**src/sv/circular_deque_defines.svh**
```systemverilog
// assertion macros for the circular deque block
// used by circular_deque.sv, no other dependencies
`ifndef CIRCULAR_DEQUE_DEFINES_SVH
`define CIRCULAR_DEQUE_DEFINES_SVH

`ifndef NO_ASSERTIONS
`define CDQ_ASSERT_SAME(label, clk, rst_n, ante, cons) \
    label: assert property (@(posedge clk) disable iff (!(rst_n)) (ante) |-> (cons)) \
        else $error("circular deque check failed");
`define CDQ_ASSERT_NEXT(label, clk, rst_n, ante, cons) \
    label: assert property (@(posedge clk) disable iff (!(rst_n)) (ante) |=> (cons)) \
        else $error("circular deque check failed");
`else
`define CDQ_ASSERT_SAME(label, clk, rst_n, ante, cons)
`define CDQ_ASSERT_NEXT(label, clk, rst_n, ante, cons)
`endif

`endif

```
**src/sv/cdq_pkg.sv**
```systemverilog
// shared types and constants for the circular deque block
// no dependencies
`default_nettype none

package cdq_pkg;

    localparam int CNT_W   = 5;
    localparam int CFG_W   = 5;
    localparam int CFG_AW  = 1;
    localparam int VALUE_W = 32;

    typedef enum logic [1:0] {
        KIND_PUSH_FRONT = 2'd0,
        KIND_PUSH_REAR  = 2'd1,
        KIND_POP_FRONT  = 2'd2,
        KIND_POP_REAR   = 2'd3
    } kind_t;

    typedef enum logic [1:0] {
        ST_OK        = 2'd0,
        ST_OVERFLOW  = 2'd1,
        ST_UNDERFLOW = 2'd2,
        ST_FORBIDDEN = 2'd3
    } status_t;

    localparam logic [CFG_AW-1:0] REG_CAPACITY = 1'b0;
    localparam logic [CFG_AW-1:0] REG_MODE     = 1'b1;

    localparam logic [1:0] MODE_NO_FRONT_PUSH = 2'd1;
    localparam logic [1:0] MODE_NO_REAR_POP   = 2'd2;

    localparam logic [CNT_W-1:0] CAPACITY_RESET = 5'd16;

endpackage

`default_nettype wire

```
**src/sv/cdq_ram.sv**
```systemverilog
// generic simple dual-port ram, one write and one registered read port
// no dependencies
`default_nettype none

module cdq_ram #(
    parameter int WIDTH = 32,
    parameter int DEPTH = 16
) (
    input  wire logic                                   aclk,
    input  wire logic                                   we,
    input  wire logic [(DEPTH > 1 ? $clog2(DEPTH) : 1)-1:0] waddr,
    input  wire logic [WIDTH-1:0]                       wdata,
    input  wire logic                                   re,
    input  wire logic [(DEPTH > 1 ? $clog2(DEPTH) : 1)-1:0] raddr,
    output logic      [WIDTH-1:0]                       rdata
);

    logic [WIDTH-1:0] mem [DEPTH];

    always_ff @(posedge aclk) begin
        if (we) begin
            mem[waddr] <= wdata;
        end
        if (re) begin
            rdata <= mem[raddr];
        end
    end

endmodule

`default_nettype wire

```
**src/sv/circular_deque.sv**
```systemverilog
// circular deque: an accepted beat gives its result beat in the next cycle
// throughput one operation per cycle while m_tready stays high, set by one slot access per beat on the ram
// s_tready follows m_tready through a single result register
// reset clears head, count, valid and the config registers (capacity 16, mode 0)
// slot contents are not cleared; a pop only reaches slots already written
// depends on cdq_pkg, cdq_ram and circular_deque_defines.svh
`default_nettype none
`include "circular_deque_defines.svh"

module circular_deque
    import cdq_pkg::*;
#(
    parameter int DEPTH = 16,
    parameter int WIDTH = 32
) (
    input  wire logic              aclk,
    input  wire logic              aresetn,
    input  wire logic              cfg_we,
    input  wire logic [CFG_AW-1:0] cfg_addr,
    input  wire logic [CFG_W-1:0]  cfg_wdata,
    input  wire logic              s_tvalid,
    output logic                   s_tready,
    input  wire logic [31:0]       s_tdata,   // value[31:0]
    input  wire logic [1:0]        s_tuser,   // kind[1:0]
    output logic                   m_tvalid,
    input  wire logic              m_tready,
    output logic      [39:0]       m_tdata,   // removed_value[31:0], count[36:32], zero[39:37]
    output logic      [1:0]        m_tuser    // status[1:0]
);

    localparam int AW = (DEPTH > 1) ? $clog2(DEPTH) : 1;
    localparam logic [CNT_W-1:0] CAP_MAX = CNT_W'((DEPTH < 31) ? DEPTH : 31);

    logic [CNT_W-1:0] cap_reg;
    logic [1:0]       mode_reg;
    logic [CNT_W-1:0] head_reg;
    logic [CNT_W-1:0] held_reg;
    logic             m_valid_reg;
    status_t          status_reg;
    logic [CNT_W-1:0] count_reg;
    logic             pop_ok_reg;

    logic [CNT_W-1:0] cap_live;
    logic             s_fire;
    kind_t            kind;
    status_t          status_next;
    logic [CNT_W-1:0] head_next;
    logic [CNT_W-1:0] held_next;
    logic             ram_we;
    logic             ram_re;
    logic [CNT_W-1:0] pos;
    logic [CNT_W:0]   sum_rear;
    logic [CNT_W:0]   sum_rear_m1;
    logic [WIDTH-1:0] ram_rdata;

    assign cap_live = (cap_reg == '0) ? CNT_W'(1) :
                      ((cap_reg > CAP_MAX) ? CAP_MAX : cap_reg);

    assign s_tready = !m_valid_reg || m_tready;
    assign s_fire   = s_tvalid && s_tready;
    assign kind     = kind_t'(s_tuser);

    assign sum_rear    = {1'b0, head_reg} + {1'b0, held_reg};
    assign sum_rear_m1 = sum_rear - (CNT_W+1)'(1);

    always_comb begin
        status_next = ST_OK;
        head_next   = head_reg;
        held_next   = held_reg;
        ram_we      = 1'b0;
        ram_re      = 1'b0;
        pos         = head_reg;
        if ((kind == KIND_PUSH_FRONT && mode_reg == MODE_NO_FRONT_PUSH) ||
            (kind == KIND_POP_REAR && mode_reg == MODE_NO_REAR_POP)) begin
            status_next = ST_FORBIDDEN;
        end else begin
            case (kind)
                KIND_PUSH_FRONT, KIND_PUSH_REAR: begin
                    if (held_reg >= cap_live) begin
                        status_next = ST_OVERFLOW;
                    end else begin
                        ram_we    = 1'b1;
                        held_next = held_reg + CNT_W'(1);
                        if (kind == KIND_PUSH_FRONT) begin
                            head_next = (head_reg == '0) ? cap_live - CNT_W'(1)
                                                         : head_reg - CNT_W'(1);
                            pos       = head_next;
                        end else if (sum_rear >= {1'b0, cap_live}) begin
                            pos = CNT_W'(sum_rear - {1'b0, cap_live});
                        end else begin
                            pos = CNT_W'(sum_rear);
                        end
                    end
                end
                default: begin
                    if (held_reg == '0) begin
                        status_next = ST_UNDERFLOW;
                    end else begin
                        ram_re    = 1'b1;
                        held_next = held_reg - CNT_W'(1);
                        if (kind == KIND_POP_FRONT) begin
                            pos       = head_reg;
                            head_next = (head_reg + CNT_W'(1) == cap_live) ? '0
                                                                          : head_reg + CNT_W'(1);
                        end else if (sum_rear_m1 >= {1'b0, cap_live}) begin
                            pos = CNT_W'(sum_rear_m1 - {1'b0, cap_live});
                        end else begin
                            pos = CNT_W'(sum_rear_m1);
                        end
                    end
                end
            endcase
        end
    end

    cdq_ram #(
        .WIDTH (WIDTH),
        .DEPTH (DEPTH)
    ) u_slots (
        .aclk  (aclk),
        .we    (s_fire && ram_we),
        .waddr (AW'(pos)),
        .wdata (WIDTH'(s_tdata)),
        .re    (s_fire && ram_re),
        .raddr (AW'(pos)),
        .rdata (ram_rdata)
    );

    always_ff @(posedge aclk) begin
        if (!aresetn) begin
            cap_reg     <= CAPACITY_RESET;
            mode_reg    <= '0;
            head_reg    <= '0;
            held_reg    <= '0;
            m_valid_reg <= 1'b0;
        end else begin
            if (cfg_we && cfg_addr == REG_CAPACITY) begin
                cap_reg  <= cfg_wdata;
                head_reg <= '0;
                held_reg <= '0;
            end else if (s_fire) begin
                head_reg <= head_next;
                held_reg <= held_next;
            end
            if (cfg_we && cfg_addr == REG_MODE) begin
                mode_reg <= cfg_wdata[1:0];
            end
            if (s_fire) begin
                m_valid_reg <= 1'b1;
            end else if (m_tready) begin
                m_valid_reg <= 1'b0;
            end
        end
    end

    always_ff @(posedge aclk) begin
        if (s_fire) begin
            status_reg <= status_next;
            count_reg  <= held_next;
            pop_ok_reg <= ram_re;
        end
    end

    assign m_tvalid = m_valid_reg;
    assign m_tuser  = status_reg;
    assign m_tdata  = {3'b000, count_reg, pop_ok_reg ? VALUE_W'(ram_rdata) : VALUE_W'(0)};

    `CDQ_ASSERT_SAME(a_count_le_cap, aclk, aresetn, 1'b1, held_reg <= cap_live)
    `CDQ_ASSERT_SAME(a_head_lt_cap, aclk, aresetn, 1'b1, head_reg < cap_live)
    `CDQ_ASSERT_NEXT(a_fire_gives_beat, aclk, aresetn, s_fire, m_valid_reg)
    `CDQ_ASSERT_SAME(a_fail_no_value, aclk, aresetn, m_valid_reg && status_reg != ST_OK, m_tdata[31:0] == '0)
    `CDQ_ASSERT_NEXT(a_push_grows, aclk, aresetn, s_fire && ram_we && !cfg_we, held_reg == $past(held_reg) + CNT_W'(1))

endmodule

`default_nettype wire

```
**config.mk**
```make
export PLATFORM = sky130hd
export DESIGN_NAME = circular_deque
export DESIGN_NICKNAME = d
export VERILOG_FILES = /design/src/sv/cdq_pkg.sv /design/src/sv/cdq_ram.sv /design/src/sv/circular_deque.sv
export VERILOG_INCLUDE_DIRS = /design/src /design/src/sv
export SDC_FILE = /design/constraint.sdc
export NUM_CORES = 1
export LEC_CHECK = 0
export ABC_AREA = 1
export BUFFER_PORTS_ARGS = -buffer_cell sky130_fd_sc_hd__buf_2
export CORE_MARGIN = 1
export CORE_UTILIZATION = 60
export DETAILED_ROUTE_END_ITERATION = 8
export PLACE_DENSITY = 0.77
export SYNTH_ARGS = -nofsm -noshare
export SYNTH_HDL_FRONTEND = slang
export SYNTH_SLANG_ARGS = --single-unit
```
**constraint.sdc**
```tcl
create_clock -name aclk -period 6.1 [get_ports aclk]
set_clock_uncertainty 0.2 [all_clocks]
set_input_delay 0.305 -clock aclk [delete_from_list [all_inputs] [get_ports aclk]]
set_output_delay 0.305 -clock aclk [all_outputs]
set_load 0.03 [all_outputs]
```
==> run_results.csv <==
group,metric,value,unit
logic_synthesis,syn_area,25800,um^2
detailed_routing,first_pass_iters,7,
die,die_area,43800,um^2
min_path,worstHoldPathType,"input pin to register",
detailed_routing,via_per_inst,5.67,
die,num_rows,75,
cts,clock_sinks,570,
timing,setup_viol,0,
worst_setup_path,slowest_stage,"buf_4",
logic_synthesis,synth_most_common_cell,"nand2_1",
worst_setup_path,critPathRequiredTime,6.37,ns
global_route,grtUsageMet2,48.6,%
worst_setup_path,startpoint,"head_reg[0]$_SDFFE_PP0P_",
cells_and_area,multi_input_area,7610,um^2
place,dpl.hpwl,33100,um
global_route,grt_max_degree,170,
cells_and_area,layout.nets,2764,
cells_and_area,drive_gt1_share,8.99,%
timing,hold_violations,0,
global_route,busiest_layer,"met2",
logic_synthesis,synth_area_leaders,"edfxtp_1 (64%), nand2_1 (18%), nand3_1 (5.4%)",
worst_setup_path,worst-path-buf-inv,3,
logic_synthesis,syn_inst,2588,
cells_and_area,regMostFlops,"u_slots.mem",
detailed_routing,drtIter0Drc,2209,
global_route,grt_pass1_wl,99600,um
global_route,grt-ovfl-total,0,
place,gp_congestion,0.866,
worst_setup_path,path_delay_family,"simple AND/OR/NAND/NOR gates",
place,placedCellCount,3120,
logic_synthesis,synth_common_cells,"nand2_1 (1240), edfxtp_1 (552), nand3_1 (279), inv_1 (154), buf_2 (63)",
global_route,grt_util_met1,40.6,%
logic_synthesis,synth_edf_count,552,
status,status,"finished clean",
worst_setup_path,r2r_end,"u_slots.rdata[31]$_DFFE_PP_",
worst_setup_path,critPathKind,"register to register",
logic_synthesis,synth_ff_type,"edfxtp_1",
logic_synthesis,synth_seq_cells,570,
logic_synthesis,synth-xor-area-share,0.544,%
cells_and_area,largestRegisters,"u_slots.mem x512, u_slots.rdata x32",
logic_synthesis,synthMuxAreaShare,0,%
global_route,first_global_vias,18000,
timing,drv_slew,0,
timing,tns,0,ns
worst_setup_path,r2r_slack,0.82,ns
die,die_w,209,um
power,power_leakage,12.5,nW
timing,slew_headroom,18.8,%
timing,rsz0062_at_grt,"no",
worst_setup_path,r2r_start,"head_reg[0]$_SDFFE_PP0P_",
place,dp_slack,0.923,ns
power,power.density,381,nW/um^2
logic_synthesis,synth_fa_ha_area_share,1.50,%
timing,fin_crit_sh,86.6,%
worst_setup_path,path_max_fanout,92,
timing,fmax,189,MHz
logic_synthesis,synth_top_area_cell,"edfxtp_1",
logic_synthesis,synth_async_sr_flop_share,0,%
die,ios,89,
worst_setup_path,reg2reg_depth,27,
global_route,use_met3,5.03,%
logic_synthesis,ys_warn_count,0,
timing,fin_ws,0.816,ns
detailed_routing,avgRoutedWirePerCell,19.5,um
cells_and_area,regArea,16900,um^2
place,numPortBuffers,85,
cts,cts_setup_buffers,0,
cts,cts_buffers,56,
worst_setup_path,cp.arrival,5.56,ns
global_route,antenna_found_initial,1,
cts,clk_pin_slew,0.06,ns
place,place_area,26700,um^2
die,core_area,42100,um^2
die,chipHeight,209,um
detailed_routing,post-route-drc-count,0,
worst_setup_path,timing.critical_path.mode_cell,"nand2_1",
cells_and_area,fill_cells,3020,
logic_synthesis,synth_compound_area_share,1.67,%
worst_setup_path,cp-start-kind,"register",
cells_and_area,design_area,29100,um^2
worst_setup_path,cp_num_cells,27,
logic_synthesis,avgSynthCellArea,9.96,um^2
detailed_routing,vias,18600,
cts,cts_max_path_buffers,3,
cts,cts_tree,"done",
timing,tightest_slew,1.22,ns
die,initial_utilization,61.2,%
global_route,track_usage,29.8,%
logic_synthesis,synthSimpleGateAreaFrac,25.1,%
timing,holdWs,0.0613,ns
logic_synthesis,yosysSeqAreaShare,65.7,%
cells_and_area,largest_register_ff_count,512,
timing,finalCriticalPeriod,5.28,ns
logic_synthesis,synth_top_family_by_area,"simple AND/OR/NAND/NOR gates",
detailed_routing,antenna_left,0,
power,peakVddDrop,0.000320,V
cells_and_area,area_delta_synth_final,12.8,%
cells_and_area,fin_cells,3276,
cts,cts_root_buf,"clkbuf_16",
detailed_routing,drt_wl_total,64000,um
worst_setup_path,critPathMaxStageDelay,0.83,ns
worst_setup_path,endpoint,"u_slots.rdata[31]$_DFFE_PP_",
cts,h-tree-depth,2,
logic_synthesis,netlist.area_leader.share,64.3,%
cts,worstSkewPairLatency,0.62,ns
worst_setup_path,critPathCaptureType,"register",
flow_run,max_cap_viol_count,0,
cts,post_cts_resized,0,
logic_synthesis,netlist-cell-type-count,43,
[worst register-to-register path: stages, from the launching register on]
cell and delay (ns):
dfxtp_1 0.36, ha_1 0.26, fa_1 0.58, inv_1 0.10, ha_1 0.21, or2_2 0.29
nand2_1 0.09, ha_1 0.28, nand2_1 0.09, nand2_1 0.05, nand2_1 0.05, nand2_1 0.05
a21oi_1 0.21, nand3_2 0.17, nand2_1 0.09, nand3_1 0.06, nand2_1 0.06, nand2_1 0.12
nand2_8 0.23, buf_4 0.85, nand3_1 0.22, nand2_1 0.14, nand2_1 0.05, nand2_1 0.10
nand2_1 0.06, nand2_1 0.10, inv_1 0.04, nand2_1 0.05
[placed cells by master (no fill, tap or decap), types with 12 or more instances in the layout]
| cell type | instances |
|---|---|
| a21oi_1 | 20 |
| o21ai_0 | 26 |
| clkbuf_16 | 57 |
| clkinv_1 | 12 |
| nor2_4 | 20 |
| dlygate4sd3_1 | 51 |
| ha_1 | 26 |
| buf_4 | 29 |
| clkbuf_1 | 14 |
| nand4_1 | 12 |
| buf_2 | 85 |
| nand2_1 | 1240 |
| dfxtp_1 | 18 |
| nand3_1 | 279 |
| edfxtp_1 | 552 |
| inv_1 | 154 |
| nor2_1 | 34 |
[cell families (layout without fill, tap and decap cells)]
| group | Yosys count | in the layout |
|---|---|---|
| AOI/OAI and AO/OA | 74 | 74 |
| buffers and inverters | 297 | 443 |
| adders and majority gates | 29 | 29 |
| and+or+nand+nor | 1601 | 1601 |
| xor gates and xnor gates | 16 | 16 |
| other | 1 | 4 |
| DFF | 570 | 570 |
[per-layer routing]
metal | share of wire, % | vias up
li1 | - | 8749
met1 | 40 | 8767
met2 | 48 | 921
met3 | 9.2 | 147
met4 | 2.9 | 0
met5 | 0 | -
[final cells by class]
cell class,instances,area share (%)
diodes,1,0.00861
clock buffers,71,5.09
clock inverters,33,1.40
inverters,164,2.13
multi-input cells,1723,26.2
flip-flops and latches,570,58.2
well taps,539,2.32
repair buffers,175,4.66
[per-stage QoR]
stage	power, mW	utilization [%]
2_1_floorplan	6.83	-
3_3_place_gp	7.47	63.3
3_5_place_dp	7.52	63.3
4_1_cts	11.1	69.0
5_1_grt	11.7	69.0
6_report	11.1	69.0
[what timing repair did]
| item | in CTS | in global routing |
|---|---|---|
| hold endpoints to repair | 522 | 0 |
| endpoints found under the setup margin | 0 | 0 |
| hold buffers | 51 | 0 |
[worst min-delay path by stage]
stage | cells past startpoint | to | from
after floorplan | 1 | cap_reg[4]$_SDFFE_PN1P_ | aresetn
after global placement | 2 | mode_reg[1]$_SDFFE_PN0P_ | mode_reg[1]$_SDFFE_PN0P_
after detailed placement | 2 | mode_reg[1]$_SDFFE_PN0P_ | mode_reg[1]$_SDFFE_PN0P_
after CTS | 3 | held_reg[2]$_SDFFE_PP0P_ | s_tvalid
after global routing | 4 | head_reg[4]$_SDFFE_PP0P_ | s_tuser[1]
final | 4 | head_reg[4]$_SDFFE_PP0P_ | s_tuser[1]
[where the power goes]
| part | total (mW) | switching [mW] | internal (mW) |
|---|---|---|---|
| clock network | 3.56 | 1.44 | 2.13 |
| logic | 3.00 | 2.16 | 0.835 |
| registers | 4.53 | 0.0488 | 4.48 |
Note: power is estimated with default switching activity, not from simulation.
